===== src/sv/hfyuv_pkg.sv =====
// Types, constants and helper functions for the half-float RGB to YUV converter.
// Used by hfyuv_decode, hfyuv_row and half_float_rgb_to_yuv_top; no dependencies.
package hfyuv_pkg;

    // Pixel payloads on the two channels
    typedef struct packed {
        logic [15:0] red_half;
        logic [15:0] green_half;
        logic [15:0] blue_half;
    } pix_in_t;

    typedef struct packed {
        logic [7:0] luma;
        logic [7:0] chroma_blue;
        logic [7:0] chroma_red;
    } pix_out_t;

    // Widths of the datapath
    localparam int BASE_W  = 19;   // mantissa * 255, after right alignment
    localparam int SHIFT_W = 6;    // left shift 0..32
    localparam int COEF_W  = 16;   // coefficient magnitude, Q16
    localparam int PROD_W  = BASE_W + COEF_W;
    localparam int TERM_W  = 57;   // signed, aligned product in Q32
    localparam int SUM_W   = 60;   // signed row sum in Q32
    localparam int PASS_W  = 40;   // unsigned scaled channel in Q16
    localparam int OFS_W   = 8;

    // Half-float field codes
    localparam logic [4:0]         EXP_SPECIAL = 5'd31;
    localparam logic [4:0]         EXP_ALIGN   = 5'd9;
    localparam logic [SHIFT_W-1:0] INF_SHIFT   = 6'd32;
    localparam logic [BASE_W-1:0]  INF_BASE    = 19'd255;

    // One decoded channel: value = (neg ? -1 : 1) * (base << shift), Q16 times 255
    typedef struct packed {
        logic [BASE_W-1:0]  base;
        logic [SHIFT_W-1:0] shift;
        logic               neg;
        logic               nan;
    } dec_t;

    // One output row of the matrix; index 0 is red, 1 green, 2 blue
    typedef struct packed {
        logic [2:0][COEF_W-1:0] mag;
        logic [2:0]             neg;
        logic [OFS_W-1:0]       offset;
    } coef_row_t;

    // Per-stage load enables of the matrix pipeline
    typedef struct packed {
        logic ld2;
        logic ld3;
        logic ld4;
        logic ld5;
    } stage_ld_t;

    // Rec.601 studio-range rows, coefficients rounded to Q16
    localparam coef_row_t ROW_Y = '{
        mag:    {16'd6423, 16'd33030, 16'd16843},
        neg:    3'b000,
        offset: 8'd16
    };
    localparam coef_row_t ROW_CB = '{
        mag:    {16'd28770, 16'd19071, 16'd9699},
        neg:    3'b011,
        offset: 8'd128
    };
    localparam coef_row_t ROW_CR = '{
        mag:    {16'd4653, 16'd24117, 16'd28770},
        neg:    3'b110,
        offset: 8'd128
    };

    // Clamp a signed Q32 sum to 0..255 and truncate
    function automatic logic [7:0] clamp_q32(input logic signed [SUM_W-1:0] v);
        logic [7:0] res;
        if (v[SUM_W-1])
            res = 8'd0;
        else if (|v[SUM_W-2:40])
            res = 8'd255;
        else
            res = v[39:32];
        return res;
    endfunction

    // Clamp a sign-magnitude Q16 value to 0..255 and truncate
    function automatic logic [7:0] clamp_q16(input logic neg, input logic [PASS_W-1:0] mag);
        logic [7:0] res;
        if (neg)
            res = 8'd0;
        else if (|mag[PASS_W-1:24])
            res = 8'd255;
        else
            res = mag[23:16];
        return res;
    endfunction

endpackage


===== src/sv/hfyuv_decode.sv =====
// Binary16 decoder: splits one half-float into an aligned base times 255 and a left shift.
// Depends on hfyuv_pkg (dec_t and field constants).
module hfyuv_decode (
    input  logic [15:0]      half,
    output hfyuv_pkg::dec_t  dec
);
    import hfyuv_pkg::*;

    logic                sign;
    logic [4:0]          expo;
    logic [9:0]          frac;
    logic [4:0]          eff_expo;
    logic [10:0]         mant;
    logic [BASE_W-1:0]   mant255;

    assign sign     = half[15];
    assign expo     = half[14:10];
    assign frac     = half[9:0];

    // Subnormals use exponent 1 without the hidden bit
    assign eff_expo = (expo == 5'd0) ? 5'd1 : expo;
    assign mant     = (expo == 5'd0) ? {1'b0, frac} : {1'b1, frac};
    assign mant255  = {mant, 8'b0} - {8'b0, mant};

    always_comb
    begin
        dec.neg   = sign;
        dec.nan   = 1'b0;
        dec.base  = '0;
        dec.shift = '0;
        if (expo == EXP_SPECIAL)
        begin
            // infinity is 255 << 32; NaN decodes to zero with its flag set
            dec.nan = (frac != 10'd0);
            if (frac == 10'd0)
            begin
                dec.base  = INF_BASE;
                dec.shift = INF_SHIFT;
            end
        end
        else if (eff_expo >= EXP_ALIGN)
        begin
            dec.base  = mant255;
            dec.shift = SHIFT_W'(eff_expo - EXP_ALIGN);
        end
        else
        begin
            // small values: truncate the magnitude toward zero
            dec.base  = mant255 >> (EXP_ALIGN - eff_expo);
        end
    end

endmodule


===== config.mk =====
export PLATFORM = sky130hd
export DESIGN_NAME = hfyuv_decode
export DESIGN_NICKNAME = d
export VERILOG_FILES = /design/src/sv/hfyuv_pkg.sv /design/src/sv/hfyuv_decode.sv
export SDC_FILE = /design/constraint.sdc
export NUM_CORES = 1
export LEC_CHECK = 0
export ABC_AREA = 1
export BUFFER_PORTS_ARGS = -buffer_cell sky130_fd_sc_hd__buf_2
export CAP_MARGIN = 20
export CORE_UTILIZATION = 40
export DETAILED_ROUTE_END_ITERATION = 7
export SETUP_SLACK_MARGIN = 0.4
export SLEW_MARGIN = 20
export SYNTH_ARGS = -nofsm -noshare
export SYNTH_HDL_FRONTEND = slang
export SYNTH_SLANG_ARGS = --single-unit

===== constraint.sdc =====
create_clock -name vclk -period 1.9
set_input_delay 0.095 -clock vclk [all_inputs]
set_output_delay 0.095 -clock vclk [all_outputs]
set_load 0.02 [all_outputs]

==> metrics.cfg <==
[outcome]
status=complete, but fails checks
failed_checks=setup timing

[cells_and_area]
antenna_cells=0
clock_buffers=0
design.seq.count=0
regArea_sq_um=0
drive_gt1_share_pct=57.8
fin_cells=637
final_cell_area_sq_um=4140
multi_input_area_sq_um=2610
final_nets=592
syn2layout_area_growth_pct=96.3
utilization_pct=81.1
fillers=330

[power]
power_frac_clock_pct=0
power_frac_seq_pct=0
switching_share_pct=58.3
pwr-share-comb_pct=100.0
intPower_mw=0.546
power.switching_mw=0.764
power.leakage_nw=1.99
ir_drop_uv=250
p_per_area_nw_per_um2=316

[logic_synthesis]
synth_fp_nets=463
synth_area_per_cell_sq_um=4.80
synth_cells=440
ys_seq_area_share_pct=0
synth.distinct_cells=32
syn_area_sq_um=2110
yosysWarnings=0

[floorplan]
die_w_um=74.6
start_util_pct=41.3
die_area_sq_um=5570
fp.dieH_um=74.6
core_area_sq_um=5110
rows=26
io_pins=43

[global_route]
antenna_found_initial=0
grt-ovfl-total=0
use_met1_pct=49.4
use_met2_pct=58.3
grt_use_total_pct=35.5
grt_pass1_wl_um=15400
gr-max-usage-layer=met2
met3_usage_pct=2.54
grt_pass1_vias=3223
grt_max_degree=24

[placement]
place_congestion=1.00
pre_cts_slack_ns=-0.326
placed_cell_area_sq_um=3110
port_buffers=41
dp_hpwl_um=7180
dp.cells=613

[critical_path]
cp-end-kind=output port
critPathArrivalTime_ns=2.11
crit_required_ns=1.80
cp_max_fo=6
startpoint_type=input port
crit_type=input port to output port

[timing]
worst_slew_pin_slew_ns=0.463
timing.fmax_mhz=453
setup_viol=23
finalCritPeriodShare_pct=116
hold_violations=0
post-route-min-period_ns=2.21
setup_slack_ns=-0.305
rsz0062_at_grt=yes
slew_headroom_pct=69.0
hold_slack_ns=0.190
drv_slew=0

[detailed_routing]
wirelength_um=11400
routed_via_density=5.93
drc=0
drtPass1Iterations=5
dr_total_vias=3777
initialDrtViolationCount=449
postRouteAntennaNets=0
wire_per_inst_um=17.9

[worst_hold_path]
whs_path_depth=0
hp-class=input port to output port
min-delay-start=half[15]
min_to=dec[1]

[flow_run]
maxCapViolations=0

[clocking]
hold_buffers=0

## cell usage in the layout, fill, tap and decap left out, types with 2 or more instances in the layout
| master | count |
|---|---|
| a21oi_1 | 10 |
| o21ai_4 | 2 |
| inv_6 | 2 |
| o21ai_0 | 5 |
| buf_8 | 2 |
| o211ai_1 | 2 |
| nand3_1 | 53 |
| o21ai_2 | 7 |
| nor2_4 | 15 |
| nand2_4 | 9 |
| a21oi_4 | 4 |
| a21oi_2 | 4 |
| nand3_2 | 46 |
| nand2_2 | 52 |
| nor2_2 | 10 |
| ha_4 | 5 |
| nor3_4 | 2 |
| ha_1 | 2 |
| inv_1 | 30 |
| inv_2 | 13 |
| xor2_1 | 2 |
| inv_4 | 3 |
| nor2_1 | 14 |
| buf_12 | 4 |
| buf_6 | 28 |
| xnor2_1 | 2 |
| buf_2 | 12 |
| nand2_1 | 107 |
| nand4_1 | 7 |
| clkbuf_16 | 2 |
| nand3_4 | 7 |
| a31oi_1 | 4 |
| buf_4 | 93 |
## worst max path at each step
stage | end | slack, ns | start | cells after the start
CTS | dec[11] | -0.17 | half[13] | 20
finish | dec[12] | -0.31 | half[14] | 19
global route | dec[10] | -0.40 | half[11] | 16
detailed placement | dec[18] | -0.33 | half[14] | 20
global placement | dec[18] | -0.31 | half[14] | 20
floorplan | dec[17] | 0.13 | half[10] | 15
## logic make-up after synthesis
family                   Yosys count  synth area share [%]
AND/OR/NAND/NOR                  325                  70.3
buffers and inverters             64                  13.5
AO/OA/AOI/OAI                     40                  10.4
adder cells (fa/ha/maj)            7                  4.15
XOR/XNOR                           4                  1.66
## timing repair
| action | 4_1_cts | 5_1_grt |
|---|---|---|
| pin swaps | 43 | 28 |
| resized for setup | 134 | 81 |
| cloned | 0 | 2 |
| endpoints found under the setup margin | 26 | 26 |
| buffers inserted | 7 | 15 |
## Yosys cell counts
cell        n  area share, %
nor4_4      1            1.0
xnor2_1     2           0.83
nand4_1     7            2.1
nor2_4      2            1.1
nand2_2     4            1.2
nand3_1   100             24
o21ai_0     9            2.1
nor2_1     30            5.3
a31oi_1     4            1.2
nor3_4      1           0.77
xor2_1      2           0.83
clkbuf_1    5           0.89
nor2_2      7            2.1
inv_4       1           0.30
o31ai_1     1           0.36
and2_1      1           0.30
inv_1      39            6.9
o21ai_2     2           0.83
buf_1       1           0.18
clkinv_4    1           0.42
nand2_4     1           0.53
buf_6       3            1.6
nand2_1   164             29
inv_2       9            1.6
o211ai_1    2           0.71
buf_4       3            1.1
o21ai_1     4           0.95
nand3_2     6            2.8
a21oi_1    18            4.3
buf_2       2           0.47
nor3_1      1           0.24
ha_1        7            4.1
## power groups by stage
stage	registers (mW)	clock network, mW	logic (mW)
after global routing	0	0	1.39
after detailed placement	0	0	0.959
after global placement	0	0	0.952
after CTS	0	0	1.13
final	0	0	1.31
after floorplan	0	0	0.609
## through the flow
stage,power (mW),setup TNS (ns)
final,1.31,-4.62
after floorplan,0.609,0
after CTS,1.13,-2.34
after global routing,1.39,-6.39
after global placement,0.952,-4.32
after detailed placement,0.959,-4.67
## final cells by class
type / instances / share of cell area [%]
repair buffers: 141 / 29.8
multi-input cells: 376 / 62.9
inverters: 50 / 5.16
well taps: 70 / 2.11
## critical path: stages
cell	delay [ns]
buf_8	0.09
inv_6	0.04
nand3_4	0.09
inv_4	0.04
ha_4	0.34
inv_4	0.07
nor2_2	0.07
nand2_1	0.07
nor2_2	0.14
nand2_2	0.10
nand3_1	0.12
nand3_2	0.13
nand3_2	0.11
nand2_1	0.07
nand2_1	0.08
nand2_2	0.09
o21ai_2	0.14
nand2_1	0.06
buf_2	0.15
## routing by layer
layer / up-vias / part of all wire (%)
li1: 1704 / -
met1: 1771 / 38
met2: 244 / 47
met3: 58 / 9.4
met4: 0 / 5.4
met5: - / 0
No activity file was read; power rests on OpenSTA's default activity.
