===== config.mk =====
export PLATFORM = sky130hd
export DESIGN_NAME = hfyuv_row
export DESIGN_NICKNAME = d
export VERILOG_FILES = /design/src/sv/hfyuv_pkg.sv /design/src/sv/hfyuv_row.sv
export SDC_FILE = /design/constraint.sdc
export NUM_CORES = 2
export LEC_CHECK = 0
export BUFFER_PORTS_ARGS = -buffer_cell sky130_fd_sc_hd__buf_2
export CORE_ASPECT_RATIO = 0.75
export CORE_UTILIZATION = 65
export DETAILED_ROUTE_END_ITERATION = 10
export PLACE_DENSITY = 0.89
export SYNTH_ARGS = -nofsm -noshare
export SYNTH_HDL_FRONTEND = slang
export SYNTH_SLANG_ARGS = --single-unit

===== constraint.sdc =====
create_clock -name clk -period 9.24 [get_ports clk]
set_input_delay 1.848 -clock clk [delete_from_list [all_inputs] [get_ports clk]]
set_output_delay 1.848 -clock clk [all_outputs]
set_load 0.05 [all_outputs]

===== src/sv/hfyuv_pkg.sv =====
// Types, constants and helper functions for the half-float RGB to YUV converter.
// Used by hfyuv_decode, hfyuv_row and half_float_rgb_to_yuv_top; no dependencies.
package hfyuv_pkg;

    // Pixel payloads on the two channels
    typedef struct packed {
        logic [15:0] red_half;
        logic [15:0] green_half;
        logic [15:0] blue_half;
    } pix_in_t;

    typedef struct packed {
        logic [7:0] luma;
        logic [7:0] chroma_blue;
        logic [7:0] chroma_red;
    } pix_out_t;

    // Widths of the datapath
    localparam int BASE_W  = 19;   // mantissa * 255, after right alignment
    localparam int SHIFT_W = 6;    // left shift 0..32
    localparam int COEF_W  = 16;   // coefficient magnitude, Q16
    localparam int PROD_W  = BASE_W + COEF_W;
    localparam int TERM_W  = 57;   // signed, aligned product in Q32
    localparam int SUM_W   = 60;   // signed row sum in Q32
    localparam int PASS_W  = 40;   // unsigned scaled channel in Q16
    localparam int OFS_W   = 8;

    // Half-float field codes
    localparam logic [4:0]         EXP_SPECIAL = 5'd31;
    localparam logic [4:0]         EXP_ALIGN   = 5'd9;
    localparam logic [SHIFT_W-1:0] INF_SHIFT   = 6'd32;
    localparam logic [BASE_W-1:0]  INF_BASE    = 19'd255;

    // One decoded channel: value = (neg ? -1 : 1) * (base << shift), Q16 times 255
    typedef struct packed {
        logic [BASE_W-1:0]  base;
        logic [SHIFT_W-1:0] shift;
        logic               neg;
        logic               nan;
    } dec_t;

    // One output row of the matrix; index 0 is red, 1 green, 2 blue
    typedef struct packed {
        logic [2:0][COEF_W-1:0] mag;
        logic [2:0]             neg;
        logic [OFS_W-1:0]       offset;
    } coef_row_t;

    // Per-stage load enables of the matrix pipeline
    typedef struct packed {
        logic ld2;
        logic ld3;
        logic ld4;
        logic ld5;
    } stage_ld_t;

    // Rec.601 studio-range rows, coefficients rounded to Q16
    localparam coef_row_t ROW_Y = '{
        mag:    {16'd6423, 16'd33030, 16'd16843},
        neg:    3'b000,
        offset: 8'd16
    };
    localparam coef_row_t ROW_CB = '{
        mag:    {16'd28770, 16'd19071, 16'd9699},
        neg:    3'b011,
        offset: 8'd128
    };
    localparam coef_row_t ROW_CR = '{
        mag:    {16'd4653, 16'd24117, 16'd28770},
        neg:    3'b110,
        offset: 8'd128
    };

    // Clamp a signed Q32 sum to 0..255 and truncate
    function automatic logic [7:0] clamp_q32(input logic signed [SUM_W-1:0] v);
        logic [7:0] res;
        if (v[SUM_W-1])
            res = 8'd0;
        else if (|v[SUM_W-2:40])
            res = 8'd255;
        else
            res = v[39:32];
        return res;
    endfunction

    // Clamp a sign-magnitude Q16 value to 0..255 and truncate
    function automatic logic [7:0] clamp_q16(input logic neg, input logic [PASS_W-1:0] mag);
        logic [7:0] res;
        if (neg)
            res = 8'd0;
        else if (|mag[PASS_W-1:24])
            res = 8'd255;
        else
            res = mag[23:16];
        return res;
    endfunction

endpackage


===== src/sv/hfyuv_row.sv =====
// One output row of the color matrix: multiply, align, two-level add; four register stages.
// Depends on hfyuv_pkg (dec_t, coef_row_t, stage_ld_t, clamp_q32).
module hfyuv_row (
    input  logic                       clk,
    input  hfyuv_pkg::stage_ld_t       ctl,
    input  hfyuv_pkg::coef_row_t       coef,
    input  hfyuv_pkg::dec_t [2:0]      chan,
    output logic [7:0]                 sample
);
    import hfyuv_pkg::*;

    logic [PROD_W-1:0]         prod_reg  [3];
    logic [SHIFT_W-1:0]        shift_reg [3];
    logic                      neg_reg   [3];
    logic signed [TERM_W-1:0]  term_reg  [3];
    logic signed [TERM_W-1:0]  term_next [3];
    logic signed [SUM_W-1:0]   part_a_reg;
    logic signed [SUM_W-1:0]   part_b_reg;
    logic signed [SUM_W-1:0]   sum_reg;
    logic signed [SUM_W-1:0]   part_a_next;
    logic signed [SUM_W-1:0]   part_b_next;
    logic        [TERM_W-1:0]  aligned   [3];

    // Stage 2: base times coefficient magnitude, sign of the term kept aside
    always_ff @(posedge clk)
    begin
        if (ctl.ld2)
        begin
            for (int i = 0; i < 3; i++)
            begin
                prod_reg[i]  <= PROD_W'(chan[i].base) * PROD_W'(coef.mag[i]);
                shift_reg[i] <= chan[i].shift;
                neg_reg[i]   <= chan[i].neg ^ coef.neg[i];
            end
        end
    end

    // Stage 3: align to Q32 and apply the sign
    always_comb
    begin
        for (int i = 0; i < 3; i++)
        begin
            aligned[i]   = TERM_W'(prod_reg[i]) << shift_reg[i];
            term_next[i] = neg_reg[i] ? -aligned[i] : aligned[i];
        end
    end

    always_ff @(posedge clk)
    begin
        if (ctl.ld3)
        begin
            for (int i = 0; i < 3; i++)
                term_reg[i] <= term_next[i];
        end
    end

    // Stage 4: two partial sums, offset folded into the second
    assign part_a_next = {{(SUM_W-TERM_W){term_reg[0][TERM_W-1]}}, term_reg[0]}
                       + {{(SUM_W-TERM_W){term_reg[1][TERM_W-1]}}, term_reg[1]};
    assign part_b_next = {{(SUM_W-TERM_W){term_reg[2][TERM_W-1]}}, term_reg[2]}
                       + {{(SUM_W-OFS_W-32){1'b0}}, coef.offset, 32'b0};

    always_ff @(posedge clk)
    begin
        if (ctl.ld4)
        begin
            part_a_reg <= part_a_next;
            part_b_reg <= part_b_next;
        end
    end

    // Stage 5: final sum
    always_ff @(posedge clk)
    begin
        if (ctl.ld5)
            sum_reg <= part_a_reg + part_b_reg;
    end

    assign sample = clamp_q32(sum_reg);

endmodule


==> impl_results.md <==
- DRT Pass-1 Iters: 8
- Mux contribution to synthesized area: 8.16%
- Post-cts resize count: 0
- CTS H-tree lvls: 2
- Setup repair bufs after CTS: 0
- Die Height: 271 microns
- Drc violations: 0
- Clk slew on worst S/H paths: 60 ps
- Seq cells post-synth: 441
- Synth Flop Type: edfxtp_1
- Max Slew Vio Count: 0
- Area share of and/or/nand/nor cells after synthesis: 15.4%
- Max-cap violations: 0
- Synthesized area per cell: 9.54 sq um
- DIE WIDTH: 361 microns
- Syn-to-layout area delta: 4.80%
- Ys Warns: 0
- CTS Buffer Depth: 3
- Num rows: 98
- First-pass GRT wire length: 275000 microns
- CTS tree: yes
- Post-detail-place hpwl: 133000 microns
- Commonest non-fill, non-tap cell in the layout: nand2_1
- Layout net count: 7836
- Worst-margin pin slew: 1110 ps
- Tot GR Track Use: 35.2%
- Vias in the first global route: 50461
- Pwr per Cell Area: 390 nW/um^2
- Cell area after synthesis: 62800 sq um
- Worst-skew pair later-pin latency: 620 ps
- Clock root buffer: clkbuf_16
- Hold buffers post-CTS: 0
- Total grt overflow: 0
- Largest net degree at the start of global routing: 92
- Die area: 97900 sq um
- Routed len/inst: 21.8 microns
- Peak VDD IR: 0.000526 V
- Routed Antenna Nets: 0
- FFs w/ async S/R, synth: 0%
- EDFF count, synth: 441
- Clock skew: 21.0 ps
- Initial DRC Count: 5760
- CP arrival: 8880 ps
- Critical path required time: 9580 ps
- Status: complete, no violations
- Synth Area in XOR/XNOR: 4.63%
- Leak pwr: 29.4 nW
- Adder-cell share of the synthesized area: 31.5%
- Synth Net Count: 7887
- Num CTS Buffers: 47
- Share of cells above drive strength 1: 8.72%
- WL final: 171000 microns
- Setup TNS: 0 ps
- PortBufs: 149
- Post-Synthesis Cells: 6586
- Starting Density: 65.8%
- Dpl ws: 140 ps
- Nature of the critical path startpoint: input pin
- Largest family of logic cells by synthesized area: adder cells
- Vias/cell: 6.41
- Hold Path Class: reg2reg
- Via count: 50179
- Seq/Total Area, Yosys: 21.1%
- # clock sinks: 441
- Slack of the critical path: 700 ps
- Compound-Gate Fraction of Synth Area: 11.8%
- Max reg flops: 171
- Most frequent cells in the layout: 855 x nand2_1, 848 x inv_1, 710 x fa_1
- Final setup violation count: 0
- RSZ-0062 raised after global routing: false
- Area of the core: 95500 sq um
- Initial antenna violation count: 5
- Worst Path Max Fanout: 19
- Fin crit share: 92.4%
- Setup crit end kind: flip-flop
- Minimum clock period: 8540 ps
- Routability Congestion: 1.03
- Ports: 153
- Post-synthesis cell type count: 111
- Achievable frequency: 0.117 GHz
- Setup CP Type: in2reg
- Slew headroom: 25.4%
- Endpoints failing hold: 0
[power by group]
group / total, mW / switching [mW] / internal [mW]
clock network: 1.96 / 0.837 / 1.12
registers: 4.37 / 0.552 / 3.82
logic: 19.3 / 11.1 / 8.22
total: 25.7 / 12.5 / 13.2
[per-layer routing]
metal  track usage [%]  vias to the layer above  part of all wire [%]
li1                  -                    22242                     -
met1              51.0                    24725                    42
met2              53.3                     2864                    44
met3              9.43                      346                    13
met4              7.75                        2                   2.1
met5                 0                        -                0.0076
[critical path: stages]
cell       delay, ps
buf_2            350
nand2_1          140
fa_1             500
fa_1             570
fa_1             450
fa_1             540
inv_1             50
fa_1             490
fa_1             410
ha_1             370
and3_1           210
a211oi_1         220
nor2b_1          100
a2111oi_0        570
buf_4            210
o21ai_0           70
buf_4            190
o311a_1          320
nor2_1           200
o21ai_0          160
a2111oi_0        570
or4b_2           240
o2111ai_1        100
[Yosys cell counts, types with 48 or more instances]
library cell	instances	share of area, %
nand3_1	88	0.70
xnor2_1	227	3.2
nor3_1	74	0.59
nand2b_1	48	0.48
nor2_1	270	1.6
a31oi_1	50	0.50
xor2_1	105	1.5
inv_1	848	5.1
mux2i_1	122	1.9
nand2_1	855	5.1
edfxtp_1	441	21
clkbuf_1	243	1.5
fa_1	710	23
mux4_2	132	4.7
mux2_2	73	1.3
and2_1	433	4.3
a21oi_1	301	2.4
a21o_1	113	1.4
ha_1	446	8.9
o21ai_0	257	2.0
[worst paths after layout]
path	depth (start not counted)	startpoint	end	slack [ps]
max	23	coef[13]	prod_reg[0][33]	700
min	0	term_reg[0][136]	part_b_reg[22]	400
max reg2reg	12	shift_reg[0][6]	term_reg[0][108]	3400
min reg2reg	0	term_reg[0][136]	part_b_reg[22]	400
[final cells by class]
type	instances	area [sq um]
inverters	858	3220
clock buffers	57	1260
diodes	3	7.51
clock inverters	31	325
fillers	6913	29700
well taps	1250	1560
multi-input cells	4966	44900
flip-flops and latches	441	13200
repair buffers	221	1300
[metrics by stage]
stage	util, %	hold slack (ps)	cell area [sq um]	cells	power [mW]
after floorplan	-	400	62800	6586	18.6
after global placement	67.3	405	64300	7736	22.4
after detailed placement	67.3	405	64300	7736	23.3
after CTS	68.9	412	65800	7824	25.4
after global routing	68.9	419	65800	7826	28.0
final	68.9	404	65800	7827	25.7
[cells by family (layout without fill, tap and decap cells)]
family | count (synthesis) | count (layout)
buffers and inverters | 1179 | 1167
AND/OR/NAND/NOR | 2003 | 2003
AO/OA/AOI/OAI | 1143 | 1143
multiplexers | 332 | 332
adder cells (fa/ha/maj) | 1156 | 1156
other | 0 | 3
flip-flops | 441 | 441
XOR/XNOR | 332 | 332
No activity file was read; power rests on OpenSTA's default activity.
